### src/rtl/sioe_pkg.sv
`timescale 1ns / 1ps
// ----------------------------------------------------------------------------
// sioe_pkg
// Shared sizes, command codes and word layouts of the SPI I/O expander
// command engine.
// ----------------------------------------------------------------------------
package sioe_pkg;

    // Fitted resources.
    localparam int NUM_PINS    = 11;
    localparam int NUM_SAMPLES = 7;
    localparam int NUM_PWM     = 4;

    // Address width of the sample store (depth NUM_SAMPLES).
    localparam int SMP_AW = 3;

    // Event kinds carried in tuser.
    localparam logic OP_BYTE   = 1'b0;
    localparam logic OP_SAMPLE = 1'b1;

    // High-nibble command groups.
    localparam logic [3:0] GRP_DIR_CLR = 4'h0;
    localparam logic [3:0] GRP_DIR_SET = 4'h1;
    localparam logic [3:0] GRP_OUT_CLR = 4'h2;
    localparam logic [3:0] GRP_OUT_SET = 4'h3;
    localparam logic [3:0] GRP_PIN_RD  = 4'h4;
    localparam logic [3:0] GRP_SMP_RD  = 4'h5;

    // Full command bytes and range bounds.
    localparam logic [7:0] CMD_PWM_OFF  = 8'h60;
    localparam logic [7:0] CMD_PWM_SET  = 8'h64;
    localparam logic [7:0] CMD_PWM_END  = 8'h6C;
    localparam logic [7:0] MODE_SPLIT   = 8'h68;
    localparam logic [7:0] CMD_PWM_LOAD = 8'h6E;
    localparam logic [7:0] CMD_PWM_CLR  = 8'h6F;
    localparam logic [7:0] CMD_ID       = 8'hFF;

    localparam logic [7:0] ID_BYTE = 8'hAC;

    // PWM mode codes written by the single-channel set commands.
    localparam logic [1:0] MODE_LOW  = 2'd1;
    localparam logic [1:0] MODE_HIGH = 2'd2;

    // Trailing byte counts.
    localparam logic [2:0] TRAIL_NONE = 3'd0;
    localparam logic [2:0] TRAIL_ONE  = 3'd1;
    localparam logic [2:0] TRAIL_TWO  = 3'd2;
    localparam logic [2:0] TRAIL_LOAD = 3'd5;

    localparam int IN_DATA_W  = 32;
    localparam int OUT_DATA_W = 72;

    typedef logic [NUM_PINS-1:0] t_pins;
    typedef logic [9:0]          t_sample;

endpackage

### src/rtl/spi_io_expander_command_engine.sv
`timescale 1ns / 1ps
// ----------------------------------------------------------------------------
// spi_io_expander_command_engine
// Byte-wise SPI slave command decoder for an eleven-pin I/O expander with
// four PWM channels and a seven-entry converter sample store.
// ----------------------------------------------------------------------------
//
// Channel   Dir  Handshake                         Contents
// s_axis    in   s_axis_tvalid / s_axis_tready     one SPI byte or one sample
// m_axis    out  m_axis_tvalid / m_axis_tready     reply byte and latch state
//
// Every accepted input word produces exactly one output word in the next cycle.
// A new word can be accepted on every clock edge unless m_axis stalls; the
// decode is combinational logic from the input port to the state registers.
// The state registers themselves form the output register, so an input word
// is only taken while the output is empty or being drained on the same edge.
// A stall on m_axis holds s_axis_tready low until the pending word is taken.
// Reset (i_rst_n low, synchronous) clears all latches, duties, modes, the
// sample store and the command sequencer; no clearing pass is needed.
// ----------------------------------------------------------------------------
module spi_io_expander_command_engine
    import sioe_pkg::*;
(
    input  logic                  i_clk,
    input  logic                  i_rst_n,

    input  logic                  s_axis_tvalid,
    output logic                  s_axis_tready,
    // [7:0] rx_byte, [18:8] pin_levels, [21:19] sample_channel,
    // [31:22] sample_value
    input  logic [IN_DATA_W-1:0]  s_axis_tdata,
    // [0] operation
    input  logic                  s_axis_tuser,

    output logic                  m_axis_tvalid,
    input  logic                  m_axis_tready,
    // [7:0] reply_byte, [18:8] pin_direction, [29:19] pin_output,
    // [37:30] duty_a, [45:38] duty_b, [53:46] duty_c, [61:54] duty_d,
    // [69:62] pwm_modes, [71:70] zero
    output logic [OUT_DATA_W-1:0] m_axis_tdata
);

    // Input word fields.
    logic [7:0]        rx_byte;
    t_pins             pin_levels;
    logic [2:0]        sample_channel;
    t_sample           sample_value;
    logic              in_acc;

    assign rx_byte        = s_axis_tdata[7:0];
    assign pin_levels     = s_axis_tdata[18:8];
    assign sample_channel = s_axis_tdata[21:19];
    assign sample_value   = s_axis_tdata[31:22];

    // Command sequencer and latches. These registers also hold the
    // payload of the output word.
    logic [2:0]  r_idx,   n_idx;
    logic [2:0]  r_tc,    n_tc;
    logic [7:0]  r_cmd,   n_cmd;
    t_pins       r_dir,   n_dir;
    t_pins       r_out,   n_out;
    logic [7:0]  r_duty   [4];
    logic [7:0]  n_duty   [4];
    logic [7:0]  r_mode,  n_mode;
    logic [7:0]  r_reply, n_reply;
    t_sample     r_smp    [NUM_SAMPLES];
    logic        r_m_valid;

    // The output is free when empty or drained on this edge.
    assign s_axis_tready = !r_m_valid || m_axis_tready;
    assign in_acc        = s_axis_tvalid && s_axis_tready;
    assign m_axis_tvalid = r_m_valid;

    // Byte decode. On the command byte the command is taken straight from
    // the input; on trailing bytes the stored command and count apply.
    always_comb begin
        logic [3:0]  hi;
        logic [3:0]  lo;
        t_pins       pin_bit;
        logic [7:0]  reply;
        logic [1:0]  ch;
        logic [2:0]  load_ch;
        t_sample     smp;

        n_cmd  = (r_idx == 3'd0) ? rx_byte : r_cmd;
        n_tc   = (r_idx == 3'd0) ? TRAIL_NONE : r_tc;
        n_dir  = r_dir;
        n_out  = r_out;
        n_mode = r_mode;
        for (int i = 0; i < 4; i++) begin
            n_duty[i] = r_duty[i];
        end
        reply   = 8'd0;
        hi      = n_cmd[7:4];
        lo      = n_cmd[3:0];
        ch      = lo[1:0];
        load_ch = r_idx - 3'd1;
        pin_bit = ({4'd0, lo} < 8'(NUM_PINS)) ? (t_pins'(1) << lo) : '0;
        smp     = r_smp[lo[SMP_AW-1:0]];

        if (hi <= GRP_OUT_SET && {4'd0, lo} < 8'(NUM_PINS)) begin
            case (hi)
                GRP_DIR_CLR: n_dir = r_dir & ~pin_bit;
                GRP_DIR_SET: n_dir = r_dir | pin_bit;
                GRP_OUT_CLR: n_out = r_out & ~pin_bit;
                default:     n_out = r_out | pin_bit;
            endcase
        end else if (hi == GRP_PIN_RD && {4'd0, lo} < 8'(NUM_PINS)) begin
            n_tc = TRAIL_ONE;
            if (r_idx == 3'd0) begin
                reply = {7'd0, pin_levels[lo]};
            end
        end else if (hi == GRP_SMP_RD && {4'd0, lo} < 8'(NUM_SAMPLES)) begin
            n_tc = TRAIL_TWO;
            if (r_idx == 3'd0) begin
                reply = {6'd0, smp[9:8]};
            end else if (r_idx == 3'd1) begin
                reply = smp[7:0];
            end
        end else if (n_cmd >= CMD_PWM_OFF && n_cmd < CMD_PWM_SET) begin
            if ({2'd0, ch} < 4'(NUM_PWM)) begin
                n_duty[ch]          = 8'd0;
                n_mode[2*ch +: 2]   = 2'd0;
            end
        end else if (n_cmd >= CMD_PWM_SET && n_cmd < CMD_PWM_END) begin
            n_tc = TRAIL_ONE;
            if (r_idx == 3'd1 && {2'd0, ch} < 4'(NUM_PWM)) begin
                n_duty[ch]        = rx_byte;
                n_mode[2*ch +: 2] = (n_cmd >= MODE_SPLIT) ? MODE_LOW : MODE_HIGH;
            end
        end else if (n_cmd == CMD_PWM_LOAD) begin
            n_tc = TRAIL_LOAD;
            if (r_idx >= 3'd1 && r_idx <= 3'd4) begin
                if ({1'b0, load_ch} < 4'(NUM_PWM)) begin
                    n_duty[load_ch[1:0]] = rx_byte;
                end
            end else if (r_idx == TRAIL_LOAD) begin
                n_mode = rx_byte;
            end
        end else if (n_cmd == CMD_PWM_CLR) begin
            for (int i = 0; i < 4; i++) begin
                n_duty[i] = 8'd0;
            end
            n_mode = 8'd0;
        end else if (n_cmd == CMD_ID) begin
            n_tc = TRAIL_ONE;
            if (r_idx == 3'd0) begin
                reply = ID_BYTE;
            end
        end

        n_idx   = (r_idx < n_tc) ? (r_idx + 3'd1) : 3'd0;
        n_reply = (n_tc == TRAIL_NONE) ? 8'd0 : reply;
    end

    always_ff @(posedge i_clk) begin
        if (!i_rst_n) begin
            r_m_valid <= 1'b0;
            r_idx     <= 3'd0;
            r_tc      <= 3'd0;
            r_cmd     <= 8'd0;
            r_dir     <= '0;
            r_out     <= '0;
            r_mode    <= 8'd0;
            r_reply   <= 8'd0;
            for (int i = 0; i < 4; i++) begin
                r_duty[i] <= 8'd0;
            end
            for (int i = 0; i < NUM_SAMPLES; i++) begin
                r_smp[i] <= '0;
            end
        end else begin
            if (in_acc) begin
                r_m_valid <= 1'b1;
            end else if (m_axis_tready) begin
                r_m_valid <= 1'b0;
            end

            if (in_acc && s_axis_tuser == OP_BYTE) begin
                r_idx   <= n_idx;
                r_tc    <= n_tc;
                r_cmd   <= n_cmd;
                r_dir   <= n_dir;
                r_out   <= n_out;
                r_mode  <= n_mode;
                r_reply <= n_reply;
                for (int i = 0; i < 4; i++) begin
                    r_duty[i] <= n_duty[i];
                end
            end

            // Samples for channels beyond the store are dropped.
            if (in_acc && s_axis_tuser == OP_SAMPLE
                && {1'b0, sample_channel} < 4'(NUM_SAMPLES)) begin
                r_smp[sample_channel[SMP_AW-1:0]] <= sample_value;
            end
        end
    end

    assign m_axis_tdata = {2'b00, r_mode, r_duty[3], r_duty[2], r_duty[1], r_duty[0],
                           r_out, r_dir, r_reply};

    // The sequencer never runs past the longest command.
    a_idx_bound : assert property (@(posedge i_clk) disable iff (!i_rst_n)
        r_idx <= TRAIL_LOAD && r_idx <= r_tc)
        else $error("byte index beyond trailing count");

    // Mid-command, a trailing count must be in force.
    a_tc_mid : assert property (@(posedge i_clk) disable iff (!i_rst_n)
        r_idx != 3'd0 |-> r_tc != TRAIL_NONE)
        else $error("trailing byte expected with no trailing count");

    // A converter sample never disturbs the held reply or the sequencer.
    a_sample_quiet : assert property (@(posedge i_clk) disable iff (!i_rst_n)
        in_acc && s_axis_tuser == OP_SAMPLE
        |=> r_reply == $past(r_reply) && r_idx == $past(r_idx))
        else $error("sample event changed the command state");

    // The PWM clear command zeroes every duty and mode.
    a_pwm_clear : assert property (@(posedge i_clk) disable iff (!i_rst_n)
        in_acc && s_axis_tuser == OP_BYTE && r_idx == 3'd0
        && s_axis_tdata[7:0] == CMD_PWM_CLR
        |=> r_mode == 8'd0 && r_duty[0] == 8'd0 && r_duty[1] == 8'd0
            && r_duty[2] == 8'd0 && r_duty[3] == 8'd0)
        else $error("PWM clear left state behind");

endmodule
### config.mk
export PLATFORM = sky130hd
export DESIGN_NAME = spi_io_expander_command_engine
export DESIGN_NICKNAME = d
export VERILOG_FILES = /design/src/rtl/sioe_pkg.sv /design/src/rtl/spi_io_expander_command_engine.sv
export SDC_FILE = /design/constraint.sdc
export NUM_CORES = 1
export LEC_CHECK = 0
export BUFFER_PORTS_ARGS = -buffer_cell sky130_fd_sc_hd__buf_2
export CAP_MARGIN = 20
export CORE_MARGIN = 2
export CORE_UTILIZATION = 35
export CTS_CLUSTER_DIAMETER = 120
export CTS_CLUSTER_SIZE = 25
export DETAILED_ROUTE_END_ITERATION = 8
export SYNTH_ARGS = -nofsm -noshare
export SYNTH_HDL_FRONTEND = slang
export SYNTH_SLANG_ARGS = --single-unit
### constraint.sdc
create_clock -name i_clk -period 8.6 [get_ports i_clk]
set_clock_uncertainty 0.1 [all_clocks]
set_input_delay 1.72 -clock i_clk [delete_from_list [all_inputs] [get_ports i_clk]]
set_output_delay 1.72 -clock i_clk [all_outputs]
set_load 0.005 [all_outputs]
==> flow_summary.html, run 1 <==
<table>
<tr><th>Metric</th><th>Value</th></tr>
<tr><th colspan="2">STA</th></tr>
<tr><td>Fin crit period</td><td>4.932 ns</td></tr>
<tr><td>RSZ-0062 raised after global routing</td><td>no</td></tr>
<tr><td>Measured slew at the worst slew-check pin</td><td>1.016 ns</td></tr>
<tr><td>Rel. slew slack</td><td>~32%</td></tr>
<tr><td>Count of final setup violators</td><td>0</td></tr>
<tr><td>Highest attainable clock frequency</td><td>0.2028 GHz</td></tr>
<tr><td>Worst Setup Slack, final</td><td>3.668 ns</td></tr>
<tr><td>Total count of hold-check failures in the final report</td><td>0</td></tr>
<tr><td>Number of pins with negative max-slew slack in the final report</td><td>0</td></tr>
<tr><td>Final total negative setup slack</td><td>0 ns</td></tr>
<tr><td>Post-route fraction of the period consumed by the critical path</td><td>a little under three fifths</td></tr>
<tr><th colspan="2">Synthesis</th></tr>
<tr><td>FF+latch count, synth</td><td>165</td></tr>
<tr><td>Gate count after technology mapping</td><td>784</td></tr>
<tr><td>Seq/Total Area, Yosys</td><td>53.25%</td></tr>
<tr><td>Share of the synthesized area in the top cell type</td><td>37.72%</td></tr>
<tr><td>Dominant cells by area after synthesis</td><td>edfxtp_1 (38%), dfxtp_1 (16%), nor2_1 (5.6%)</td></tr>
<tr><td>Post-synthesis instance area</td><td>8120 um^2</td></tr>
<tr><td>Cell variety after synth</td><td>between 70 and 80</td></tr>
<tr><td>Largest area contributor in the synthesized netlist</td><td>edfxtp_1</td></tr>
<tr><td>Async set or reset register ratio after synthesis</td><td>0%</td></tr>
<tr><td>EDFF count, synth</td><td>approximately 100</td></tr>
<tr><td>Avg Cell Area, Syn</td><td>about 10 um^2</td></tr>
<tr><td>Dominant register cell in the synthesized netlist</td><td>edfxtp_1</td></tr>
<tr><td>Number of warnings printed during yosys synthesis</td><td>0</td></tr>
<tr><th colspan="2">Layout</th></tr>
<tr><td>Diodes inserted</td><td>0</td></tr>
<tr><td>Area growth, synth to finish</td><td>17.73%</td></tr>
<tr><td>Most common cell after layout, fill and taps aside</td><td>nor2_1</td></tr>
<tr><td>Fraction of layout instances using a drive strength above 1</td><td>a little over a fifth</td></tr>
<tr><td>Post-layout instance area</td><td>9560 um^2</td></tr>
<tr><td>Most used cells in the layout excluding fill and tap cells</td><td>nor2_1 (122), buf_2 (108), edfxtp_1 (102)</td></tr>
<tr><td>Number of nets in the layout</td><td>~900</td></tr>
<tr><th colspan="2">Worst setup path</th></tr>
<tr><td>Required arrival time at the worst endpoint</td><td>a little under 9 ns</td></tr>
<tr><td>Ordered list of cells on the worst path</td><td>inv_1 &gt; ha_1 &gt; nor2b_1 &gt; buf_4 &gt; mux2_4 &gt; o21ai_4 &gt; and2b_2 &gt; nor3b_2 &gt; nor4b_2 &gt; a211oi_1</td></tr>
<tr><td>Number of cells traversed by the worst register-to-register path</td><td>10</td></tr>
<tr><td>Cell with the largest stage delay on the worst path</td><td>nor4b_2</td></tr>
<tr><td>Crit. Startpoint</td><td>r_idx[0]</td></tr>
<tr><td>Reg2Reg Launch Point</td><td>r_idx[0]</td></tr>
<tr><td>Sort of element at the start of the critical path</td><td>register</td></tr>
<tr><td>Critical path's top delay family</td><td>simple AND/OR/NAND/NOR gates</td></tr>
<tr><td>Highest fanout seen on the critical path</td><td>19</td></tr>
<tr><td>Worst setup path class</td><td>register to register</td></tr>
<tr><td>Data arrival at the endpoint of the critical path</td><td>5.09 ns</td></tr>
<tr><td>Kind of end point of the critical path</td><td>register</td></tr>
<tr><td>Number of stages on the worst setup path</td><td>10</td></tr>
<tr><td>CP Buf/Inv Count</td><td>2</td></tr>
<tr><td>Longest individual stage delay on the worst path</td><td>0.93 ns</td></tr>
<tr><th colspan="2">Global route</th></tr>
<tr><td>Global router's overall resource usage</td><td>19.57%</td></tr>
<tr><td>Number of antenna violations at the first check in global routing</td><td>0</td></tr>
<tr><td>GRT Residual Overflow</td><td>0</td></tr>
<tr><td>Met2 Resource Use GR</td><td>33.04%</td></tr>
<tr><td>Global-route met1 utilization</td><td>between 20% and 30%</td></tr>
<tr><td>Wire length of the first global-routing pass</td><td>36,290 um</td></tr>
<tr><td>Most congested layer reported by global routing</td><td>met2</td></tr>
<tr><td>Maximum number of pins on one net before global-route repair</td><td>35</td></tr>
<tr><td>Met3 Resource Use GR</td><td>3.379%</td></tr>
<tr><td>Via count of the first global-routing pass</td><td>roughly 6,300</td></tr>
<tr><th colspan="2">Min path</th></tr>
<tr><td>Origin of the worst min-delay path</td><td>r_mode[1]</td></tr>
<tr><td>Worst hold path stage count</td><td>2</td></tr>
<tr><td>Path category of the worst min-delay check</td><td>register to register</td></tr>
<tr><th colspan="2">Clocking</th></tr>
<tr><td>Deepest level of the CTS H-tree</td><td>4</td></tr>
<tr><td>Number of buffers added to fix hold violations after cts</td><td>0</td></tr>
<tr><td>Number of buffers created by CTS</td><td>17</td></tr>
<tr><td>Post_cts resized</td><td>0</td></tr>
<tr><td>CTS Root Cell</td><td>clkbuf_16</td></tr>
<tr><td>Longest Clk Path Bufs</td><td>2</td></tr>
<tr><td>TritonCTS clock tree</td><td>done</td></tr>
<tr><td>Number of setup buffers added after CTS</td><td>0</td></tr>
<tr><td>Clock latency on the worst-skew pair</td><td>0.44 ns</td></tr>
<tr><td>Post-CTS clock slew at the launch and capture registers of the worst setup and hold paths</td><td>~0.070 ns</td></tr>
<tr><td>Number of sinks driven by the clock tree</td><td>about 170</td></tr>
<tr><th colspan="2">Run</th></tr>
<tr><td>Max Cap Viol</td><td>0</td></tr>
<tr><th colspan="2">Detailed routing</th></tr>
<tr><td>Routed WL per cell</td><td>20.34 um</td></tr>
<tr><td>Residual antenna-violating net count after detailed routing</td><td>0</td></tr>
<tr><td>DRC errors left</td><td>0</td></tr>
<tr><td>Number of vias in the routed layout</td><td>around 6,600</td></tr>
<tr><td>Total routed wirelength</td><td>23,940 um</td></tr>
<tr><td>Number of iterations in the first detailed-routing pass</td><td>6</td></tr>
<tr><td>Via-per-instance ratio</td><td>5.577</td></tr>
<tr><td>Detailed Route Iter0 Violations</td><td>591</td></tr>
<tr><th colspan="2">Power and ir drop</th></tr>
<tr><td>Maximum resistive drop on vdd</td><td>129.3 uV</td></tr>
<tr><td>Ratio of total power to cell area</td><td>199.7 nW/um^2</td></tr>
<tr><td>Static power due to leakage</td><td>3.575 nW</td></tr>
<tr><th colspan="2">Floorplan</th></tr>
<tr><td>Area of the die</td><td>24,440 um^2</td></tr>
<tr><td>Std cell rows</td><td>55</td></tr>
<tr><td>Vertical extent of the die</td><td>roughly 160 um</td></tr>
<tr><td>Initial cell density of the core</td><td>35.76%</td></tr>
<tr><td>CORE AREA</td><td>22,710 um^2</td></tr>
<tr><td>Number of primary I/O pins</td><td>111</td></tr>
<tr><td>Die X</td><td>156.3 um</td></tr>
<tr><th colspan="2">Outcome</th></tr>
<tr><td>Outcome</td><td>completed</td></tr>
<tr><th colspan="2">Placement</th></tr>
<tr><td>Number of buffers inserted by port buffering</td><td>108</td></tr>
<tr><td>Estimated wirelength of the detail-placed design</td><td>16,390 um</td></tr>
<tr><td>Post-place setup slack</td><td>roughly 3.7 ns</td></tr>
<tr><td>Routability congestion estimate from global placement</td><td>a little over 0.9</td></tr>
<tr><td>Cell area reported after detailed placement</td><td>8939 um^2</td></tr>
</table>
==> stage by stage <==
stage          util [%]  std cells  hold slack (ns)  power, mW
4_1_cts           42.10       1177           0.3558      1.919
3_3_place_gp      39.24       1144           0.3455      1.118
6_report          42.10       1177           0.3510      1.909
5_1_grt           42.10       1177           0.3677      1.970
3_5_place_dp      39.36       1145           0.3463      1.120
2_1_floorplan         -        795           0.3366      1.040
==> Yosys cell counts (all sizes together) (4+ instances only) <==
| library cell | number |
|---|---|
| o221ai | 12 |
| o21ai | 18 |
| a311o | 4 |
| or2 | 4 |
| mux2i | 39 |
| and2 | 16 |
| a22o | 7 |
| a31oi | 15 |
| nor4bb | 4 |
| a21oi | 44 |
| nand2 | 87 |
| o211ai | 4 |
| o2bb2ai | 5 |
| edfxtp | 102 |
| a211oi | 35 |
| mux2 | 7 |
| clkbuf | 34 |
| a311oi | 4 |
| ha | 8 |
| dfxtp | 63 |
| nand3 | 10 |
| nor2 | 122 |
| a22oi | 32 |
| o22ai | 11 |
| nand2b | 6 |
| nor3 | 6 |
| buf | 23 |
| inv | 18 |
==> path summary, 6_finish.rpt <==
path / endpoint / slack [ns]
max: register / 3.67
max reg2reg: register / 3.67
min reg2reg: r_mode[1] / 0.35
min: r_mode[1] / 0.35
==> cell families (layout without fill, tap and decap cells) <==
group	after synthesis	in the layout	synth area share [%]
xor gates and xnor gates	4	4	0.4315
adders and majority gates	8	8	1.233
other	1	12	0.04618
buffers and inverters	75	172	4.083
and+or+nand+nor	273	273	15.05
muxes	46	46	6.271
AOI/OAI and AO/OA	212	212	19.63
DFF	165	165	53.25
==> area by class of cell <==
cell class | count | area, um^2
clock buffers | 17 | 425.4
clock inverters | 15 | 196.4
fillers | 2270 | 13150
inverters | 18 | 67.56
multi-input cells | 555 | 3525
flip-flops and latches | 165 | 4324
well taps | 285 | 356.6
repair buffers | 122 | 665.6
==> tightest hold or removal path, cell delays in order, from the launching register on <==
cell and delay, ns:
dfxtp_1 0.31, nand2_1 0.05, mux2i_1 0.05
==> per-layer routing <==
layer	share of wire [%]	up-vias
met3	6.5	27
met2	48	247
li1	-	3085
met5	0	-
met4	1.8	0
met1	43	3205
==> power breakdown <==
| part | internal (mW) | total, mW | switching [mW] |
|---|---|---|---|
| Combinational | 0.0733 | 0.230 | 0.157 |
| Clock | 0.465 | 0.805 | 0.341 |
| Sequential | 0.861 | 0.874 | 0.0130 |
Note: power is estimated with default switching activity, not from simulation.
==> inputs of run 2 (changes only) <==
- clock period: 8.6 -> 4.6 ns (I/O delays scaled with it)
==> flow_summary.html, run 2 (synthesized netlist as in run 1, its figures left out) <==
<table>
<tr><th>Metric</th><th>Value</th></tr>
<tr><th colspan="2">STA</th></tr>
<tr><td>Final total negative setup slack</td><td>0 ns (unchanged)</td></tr>
<tr><td>RSZ-0062 raised after global routing</td><td>no</td></tr>
<tr><td>Count of final setup violators</td><td>0 (unchanged)</td></tr>
<tr><td>Measured slew at the worst slew-check pin</td><td>1.053 ns (+0.03625 ns)</td></tr>
<tr><td>Fin crit period</td><td>3.973 ns (-0.9584 ns)</td></tr>
<tr><td>Rel. slew slack</td><td>29.08% (-3.0 points)</td></tr>
<tr><td>Highest attainable clock frequency</td><td>0.2517 GHz (+24%)</td></tr>
<tr><td>Hold Slack</td><td>0.3542 ns (+0.003174 ns)</td></tr>
<tr><td>Number of pins with negative max-slew slack in the final report</td><td>0 (unchanged)</td></tr>
<tr><td>Total count of hold-check failures in the final report</td><td>0 (unchanged)</td></tr>
<tr><td>Post-route fraction of the period consumed by the critical path</td><td>86.37% (+29 points)</td></tr>
<tr><th colspan="2">Worst setup path</th></tr>
<tr><td>R2r setup slk</td><td>0.63 ns (-3.04 ns)</td></tr>
<tr><td>Data arrival at the endpoint of the critical path</td><td>4.23 ns (-0.86 ns)</td></tr>
<tr><td>Required arrival time at the worst endpoint</td><td>4.86 ns (-3.90 ns)</td></tr>
<tr><td>Highest fanout seen on the critical path</td><td>19 (unchanged)</td></tr>
<tr><td>Sort of element at the start of the critical path</td><td>register</td></tr>
<tr><td>Kind of end point of the critical path</td><td>register</td></tr>
<tr><td>Worst setup path class</td><td>register to register</td></tr>
<tr><th colspan="2">Detailed routing</th></tr>
<tr><td>Number of iterations in the first detailed-routing pass</td><td>5 (-1)</td></tr>
<tr><td>DRC errors left</td><td>0 (unchanged)</td></tr>
<tr><td>Total routed wirelength</td><td>23,590 um (-1.5%)</td></tr>
<tr><td>Residual antenna-violating net count after detailed routing</td><td>0 (unchanged)</td></tr>
<tr><td>Routed WL per cell</td><td>19.96 um (-1.9%)</td></tr>
<tr><td>Number of vias in the routed layout</td><td>6,545 (-0.29%)</td></tr>
<tr><td>Via-per-instance ratio</td><td>5.537 (-0.71%)</td></tr>
<tr><td>Detailed Route Iter0 Violations</td><td>689 (+17%)</td></tr>
<tr><th colspan="2">Global route</th></tr>
<tr><td>GRT Residual Overflow</td><td>0 (unchanged)</td></tr>
<tr><td>Number of antenna violations at the first check in global routing</td><td>0 (unchanged)</td></tr>
<tr><td>Global router's overall resource usage</td><td>19.51% (-0.054 points)</td></tr>
<tr><td>Maximum number of pins on one net before global-route repair</td><td>40 (+14%)</td></tr>
<tr><td>Wire length of the first global-routing pass</td><td>36,220 um (-0.19%)</td></tr>
<tr><td>Via count of the first global-routing pass</td><td>6,225 (-1.3%)</td></tr>
<tr><th colspan="2">Clocking</th></tr>
<tr><td>Clock latency on the worst-skew pair</td><td>0.44 ns (about the same)</td></tr>
<tr><td>Number of buffers added to fix hold violations after cts</td><td>0 (unchanged)</td></tr>
<tr><td>Number of setup buffers added after CTS</td><td>0 (unchanged)</td></tr>
<tr><td>TritonCTS clock tree</td><td>done</td></tr>
<tr><td>CTS Root Cell</td><td>clkbuf_16</td></tr>
<tr><td>Longest Clk Path Bufs</td><td>2 (unchanged)</td></tr>
<tr><td>Post-CTS clock slew at the launch and capture registers of the worst setup and hold paths</td><td>0.06 ns (about the same)</td></tr>
<tr><td>Number of sinks driven by the clock tree</td><td>165 (unchanged)</td></tr>
<tr><td>Post_cts resized</td><td>0 (unchanged)</td></tr>
<tr><td>Number of buffers created by CTS</td><td>17 (unchanged)</td></tr>
<tr><td>Deepest level of the CTS H-tree</td><td>4 (unchanged)</td></tr>
<tr><th colspan="2">Power and ir drop</th></tr>
<tr><td>Static power due to leakage</td><td>3.597 nW (+0.62%)</td></tr>
<tr><td>Ratio of total power to cell area</td><td>372.5 nW/um^2 (+87%)</td></tr>
<tr><td>Maximum resistive drop on vdd</td><td>270.8 uV (+110%)</td></tr>
<tr><th colspan="2">Floorplan</th></tr>
<tr><td>Initial cell density of the core</td><td>35.76% (unchanged)</td></tr>
<tr><td>Area of the die</td><td>24,440 um^2 (unchanged)</td></tr>
<tr><td>Die X</td><td>156.3 um (unchanged)</td></tr>
<tr><td>Vertical extent of the die</td><td>156.3 um (unchanged)</td></tr>
<tr><td>Number of primary I/O pins</td><td>111 (unchanged)</td></tr>
<tr><td>Std cell rows</td><td>55 (unchanged)</td></tr>
<tr><td>CORE AREA</td><td>22,710 um^2 (unchanged)</td></tr>
<tr><th colspan="2">Placement</th></tr>
<tr><td>Routability congestion estimate from global placement</td><td>0.8579 (-7.4%)</td></tr>
<tr><td>Number of buffers inserted by port buffering</td><td>108 (unchanged)</td></tr>
<tr><td>Estimated wirelength of the detail-placed design</td><td>16,210 um (-1.1%)</td></tr>
<tr><th colspan="2">Run</th></tr>
<tr><td>Max Cap Viol</td><td>0 (unchanged)</td></tr>
<tr><th colspan="2">Layout</th></tr>
<tr><td>Most common cell after layout, fill and taps aside</td><td>nor2_1</td></tr>
<tr><td>FILL cells</td><td>2,219 (-2.2%)</td></tr>
<tr><td>Fraction of layout instances using a drive strength above 1</td><td>21.96% (+0.44 points)</td></tr>
<tr><td>Diodes inserted</td><td>0 (unchanged)</td></tr>
<tr><td>Number of nets in the layout</td><td>929 (+0.54%)</td></tr>
<tr><td>Final core occ</td><td>42.14% (+0.044 points)</td></tr>
<tr><td>Area growth, synth to finish</td><td>17.86%</td></tr>
<tr><td>Most used cells in the layout excluding fill and tap cells</td><td>nor2_1 (122), buf_2 (108), edfxtp_1 (102)</td></tr>
<tr><th colspan="2">Outcome</th></tr>
<tr><td>Outcome</td><td>completed</td></tr>
<tr><th colspan="2">Min path</th></tr>
<tr><td>Path category of the worst min-delay check</td><td>register to register</td></tr>
</table>
-- run 2: report_power, final --
group	leakage (nW)	switching [mW]	internal, mW
registers	1.59	0.0244	1.61
logic	1.70	0.291	0.138
clock network	0.310	0.644	0.858
total	3.60	0.960	2.61
-- run 2: layout make-up --
type                       instances  area (um^2)  area share, %
clock buffer                      21        503.0          5.256
timing repair buffer             127        683.2          7.138
inverter                          18        67.56         0.7060
tap                              285        356.6          3.726
sequential                       165         4324          45.18
multi-input combinational        555         3516          36.74
clock inverter                    11        120.1          1.255
-- run 2: metal layers --
metal | part of all wire, % | GRT usage (%) | routed length [um]
met5 | 0 | 0 | 0
met2 | 48 | 32.35 | 11340
met3 | 5.5 | 3.600 | 1297
met4 | 1.5 | 5.461 | 347
met1 | 45 | 26.17 | 10600
-- run 2: path summary, 6_finish.rpt --
kind,endpoint,startpoint,cells after the start
setup reg to reg,r_idx[0],r_idx[1],13
setup / recovery,r_idx[0],r_idx[1],13
hold reg to reg,r_mode[1],r_mode[1],2
hold / removal,r_mode[1],r_mode[1],2
-- run 2: through the flow --
step,instances,setup WS [ns],cell area (um^2),power (mW)
finish,1182,0.6269,9570,3.565
global placement,1150,0.7478,8947,2.088
CTS,1182,0.6604,9570,3.584
global route,1182,0.4106,9570,3.685
floorplan,795,0.9979,8162,1.945
detailed placement,1150,0.6939,8947,2.091
-- run 2: critical path, stage by stage (launching register included) --
cell	delay, ns
dfxtp_1	0.37
inv_1	0.15
ha_1	0.42
nor2b_1	0.40
buf_4	0.31
mux2_4	0.46
o21ai_4	0.24
and2b_2	0.22
o21bai_1	0.15
o21ai_0	0.12
ha_1	0.33
a211oi_1	0.26
a31oi_1	0.16
nor3_1	0.18
==> inputs of run 3 (changes only) <==
--- a/config.mk
+++ b/config.mk
@@ -8,4 +8,5 @@
 export BUFFER_PORTS_ARGS = -buffer_cell sky130_fd_sc_hd__buf_2
 export CAP_MARGIN = 20
+export CORE_ASPECT_RATIO = 1.75
 export CORE_MARGIN = 2
 export CORE_UTILIZATION = 35
==> constraint.sdc (replaced) <==
create_clock -name i_clk -period 4.8 [get_ports i_clk]
set_clock_uncertainty 0.1 [all_clocks]
set_input_delay 0.48 -clock i_clk [delete_from_list [all_inputs] [get_ports i_clk]]
set_output_delay 0.48 -clock i_clk [all_outputs]
set_load 0.005 [all_outputs]
==> flow_summary.html, run 3 (synthesized netlist as in run 1, its figures left out) <==
<table>
<tr><th>Metric</th><th>Value</th></tr>
<tr><th colspan="2">Outcome</th></tr>
<tr><td>Outcome</td><td>completed</td></tr>
<tr><th colspan="2">STA</th></tr>
<tr><td>Final total negative setup slack</td><td>0 ns (unchanged)</td></tr>
<tr><td>Total count of hold-check failures in the final report</td><td>0 (unchanged)</td></tr>
<tr><td>Hold Slack</td><td>0.2012 ns (-0.1530 ns)</td></tr>
<tr><td>Post-route fraction of the period consumed by the critical path</td><td>82.34% (-4.0 points)</td></tr>
<tr><td>Measured slew at the worst slew-check pin</td><td>0.8872 ns (-0.1654 ns)</td></tr>
<tr><td>Worst Setup Slack, final</td><td>0.8478 ns (+0.2209 ns)</td></tr>
<tr><td>RSZ-0062 raised after global routing</td><td>no</td></tr>
<tr><td>Fin crit period</td><td>3.952 ns (-0.02093 ns)</td></tr>
<tr><td>Rel. slew slack</td><td>40.63% (+12 points)</td></tr>
<tr><td>Highest attainable clock frequency</td><td>0.2530 GHz (+0.53%)</td></tr>
<tr><td>Count of final setup violators</td><td>0 (unchanged)</td></tr>
<tr><td>Number of pins with negative max-slew slack in the final report</td><td>0 (unchanged)</td></tr>
<tr><th colspan="2">Layout</th></tr>
<tr><td>Area growth, synth to finish</td><td>18.15%</td></tr>
<tr><td>Number of nets in the layout</td><td>926 (-0.32%)</td></tr>
<tr><td>Non-filler cells, final</td><td>1,194 (+1.0%)</td></tr>
<tr><td>Most common cell after layout, fill and taps aside</td><td>nor2_1</td></tr>
<tr><td>Diodes inserted</td><td>0 (unchanged)</td></tr>
<tr><td>Fraction of layout instances using a drive strength above 1</td><td>21.59% (-0.37 points)</td></tr>
<tr><td>FILL cells</td><td>2,201 (-0.81%)</td></tr>
<tr><td>Post-layout instance area</td><td>9594 um^2 (+0.25%)</td></tr>
<tr><td>Most used cells in the layout excluding fill and tap cells</td><td>nor2_1 (122), buf_2 (108), edfxtp_1 (102)</td></tr>
<tr><th colspan="2">Power and ir drop</th></tr>
<tr><td>Static power due to leakage</td><td>3.583 nW (-0.39%)</td></tr>
<tr><td>Maximum resistive drop on vdd</td><td>192.6 uV (-29%)</td></tr>
<tr><td>Ratio of total power to cell area</td><td>358.6 nW/um^2 (-3.7%)</td></tr>
<tr><th colspan="2">Global route</th></tr>
<tr><td>Via count of the first global-routing pass</td><td>6,332 (+1.7%)</td></tr>
<tr><td>Global router's overall resource usage</td><td>19.50% (about the same)</td></tr>
<tr><td>GRT Residual Overflow</td><td>0 (unchanged)</td></tr>
<tr><td>Maximum number of pins on one net before global-route repair</td><td>46 (+15%)</td></tr>
<tr><td>Wire length of the first global-routing pass</td><td>35,960 um (-0.71%)</td></tr>
<tr><td>Number of antenna violations at the first check in global routing</td><td>0 (unchanged)</td></tr>
<tr><th colspan="2">Worst setup path</th></tr>
<tr><td>Cell with the largest stage delay on the worst path</td><td>nor2_1</td></tr>
<tr><td>Highest fanout seen on the critical path</td><td>21 (+2)</td></tr>
<tr><td>Data arrival at the endpoint of the critical path</td><td>4.16 ns (-0.07 ns)</td></tr>
<tr><td>Sort of element at the start of the critical path</td><td>register</td></tr>
<tr><td>Required arrival time at the worst endpoint</td><td>5.01 ns (+0.15 ns)</td></tr>
<tr><td>Kind of end point of the critical path</td><td>register</td></tr>
<tr><td>Longest individual stage delay on the worst path</td><td>0.72 ns (+0.26 ns)</td></tr>
<tr><td>CP Buf/Inv Count</td><td>1 (-1)</td></tr>
<tr><td>Worst setup path class</td><td>register to register</td></tr>
<tr><td>Ordered list of cells on the worst path</td><td>inv_1 &gt; ha_1 &gt; nand2b_4 &gt; mux2i_2 &gt; nand2b_1 &gt; nor2_1 &gt; o21ai_0 &gt; ha_1 &gt; o21a_1 &gt; o21ai_0 &gt; a31oi_1 &gt; nor3_1</td></tr>
<tr><td>Critical path's top delay family</td><td>simple AND/OR/NAND/NOR gates</td></tr>
<tr><th colspan="2">Clocking</th></tr>
<tr><td>Longest Clk Path Bufs</td><td>2 (unchanged)</td></tr>
<tr><td>Number of buffers added to fix hold violations after cts</td><td>0 (unchanged)</td></tr>
<tr><td>Post-CTS clock slew at the launch and capture registers of the worst setup and hold paths</td><td>0.07 ns (about the same)</td></tr>
<tr><td>TritonCTS clock tree</td><td>done</td></tr>
<tr><td>CTS Root Cell</td><td>clkbuf_16</td></tr>
<tr><td>Number of buffers created by CTS</td><td>17 (unchanged)</td></tr>
<tr><td>Deepest level of the CTS H-tree</td><td>4 (unchanged)</td></tr>
<tr><td>Number of sinks driven by the clock tree</td><td>165 (unchanged)</td></tr>
<tr><td>Post_cts resized</td><td>0 (unchanged)</td></tr>
<tr><td>Clock latency on the worst-skew pair</td><td>0.43 ns (about the same)</td></tr>
<tr><td>Number of setup buffers added after CTS</td><td>0 (unchanged)</td></tr>
<tr><th colspan="2">Run</th></tr>
<tr><td>Max Cap Viol</td><td>0 (unchanged)</td></tr>
<tr><th colspan="2">Floorplan</th></tr>
<tr><td>CORE AREA</td><td>22,740 um^2 (+0.15%)</td></tr>
<tr><td>Initial cell density of the core</td><td>35.70% (-0.053 points)</td></tr>
<tr><td>Die X</td><td>119.1 um (-24%)</td></tr>
<tr><td>Vertical extent of the die</td><td>205.5 um (+31%)</td></tr>
<tr><td>Number of primary I/O pins</td><td>111 (unchanged)</td></tr>
<tr><td>Area of the die</td><td>24,480 um^2 (+0.19%)</td></tr>
<tr><td>Std cell rows</td><td>73 (+33%)</td></tr>
<tr><th colspan="2">Detailed routing</th></tr>
<tr><td>Routed WL per cell</td><td>20.06 um (+0.51%)</td></tr>
<tr><td>DRC errors left</td><td>0 (unchanged)</td></tr>
<tr><td>Number of iterations in the first detailed-routing pass</td><td>5 (unchanged)</td></tr>
<tr><td>Residual antenna-violating net count after detailed routing</td><td>0 (unchanged)</td></tr>
<tr><td>Number of vias in the routed layout</td><td>6,488 (-0.87%)</td></tr>
<tr><td>Detailed Route Iter0 Violations</td><td>416 (-40%)</td></tr>
<tr><td>Via-per-instance ratio</td><td>5.434 (-1.9%)</td></tr>
<tr><td>Total routed wirelength</td><td>23,950 um (+1.5%)</td></tr>
<tr><th colspan="2">Placement</th></tr>
<tr><td>Post-place setup slack</td><td>0.8699 ns (+0.1760 ns)</td></tr>
<tr><td>Routability congestion estimate from global placement</td><td>0.8866 (+3.3%)</td></tr>
<tr><td>Number of buffers inserted by port buffering</td><td>108 (unchanged)</td></tr>
<tr><td>Cell count after placement</td><td>1,161 (+0.96%)</td></tr>
<tr><td>Estimated wirelength of the detail-placed design</td><td>16,870 um (+4.1%)</td></tr>
<tr><td>Cell area reported after detailed placement</td><td>8950 um^2 (about the same)</td></tr>
<tr><th colspan="2">Min path</th></tr>
<tr><td>Path category of the worst min-delay check</td><td>primary input to register</td></tr>
</table>
run 3: cell count changes in the layout (fill, tap and decap cells not counted), sizes merged:
cell | previous run | this run
buf | 127 | 124
clkbuf | 21 | 18
clkinvlp | 0 | 1
bufinv | 1 | 3
run 3: area by class of cell:
type	count	area, um^2	area share, %
Clock buffer	18	429.2	4.473
Clock inverter	14	187.7	1.956
Inverter	18	67.56	0.7042
Multi-Input combinational cell	555	3530	36.79
Sequential cell	165	4324	45.07
Tap cell	300	375.4	3.912
Timing Repair Buffer	124	680.7	7.094
run 3: worst min-delay path, cell delays in order:
cell and delay (ns):
buf_2 0.12, inv_1 0.05, a21oi_1 0.05
run 3: per-stage QoR:
| stage | utilization, % | power, mW |
|---|---|---|
| 6_report | 42.19 | 3.441 |
| 5_1_grt | 42.19 | 3.534 |
| 4_1_cts | 42.06 | 3.452 |
| 3_5_place_dp | 39.35 | 2.003 |
| 3_3_place_gp | 39.32 | 2.000 |
| 2_1_floorplan | - | 1.864 |
run 3: final timing paths:
path                 startpoint             to  slack (ns)  cells past startpoint
hold reg to reg      r_reply[4]     r_reply[4]        0.35                      2
hold / removal    s_axis_tvalid  m_axis_tvalid        0.20                      3
setup / recovery       r_idx[0]       r_idx[0]        0.85                     12
setup reg to reg       r_idx[0]       r_idx[0]        0.85                     12
run 3: report_power, final:
group,switching [mW],leakage [nW],total [mW],internal [mW]
combinational,0.280,1.69,0.412,0.132
clock,0.627,0.300,1.46,0.838
sequential,0.0224,1.59,1.56,1.54
run 3: per-layer routing:
layer  part of all wire (%)  GRT usage (%)
met5                      0              0
met3                    4.3          2.578
met2                     54          37.23
met4                    3.2          9.184
met1                     38          20.97
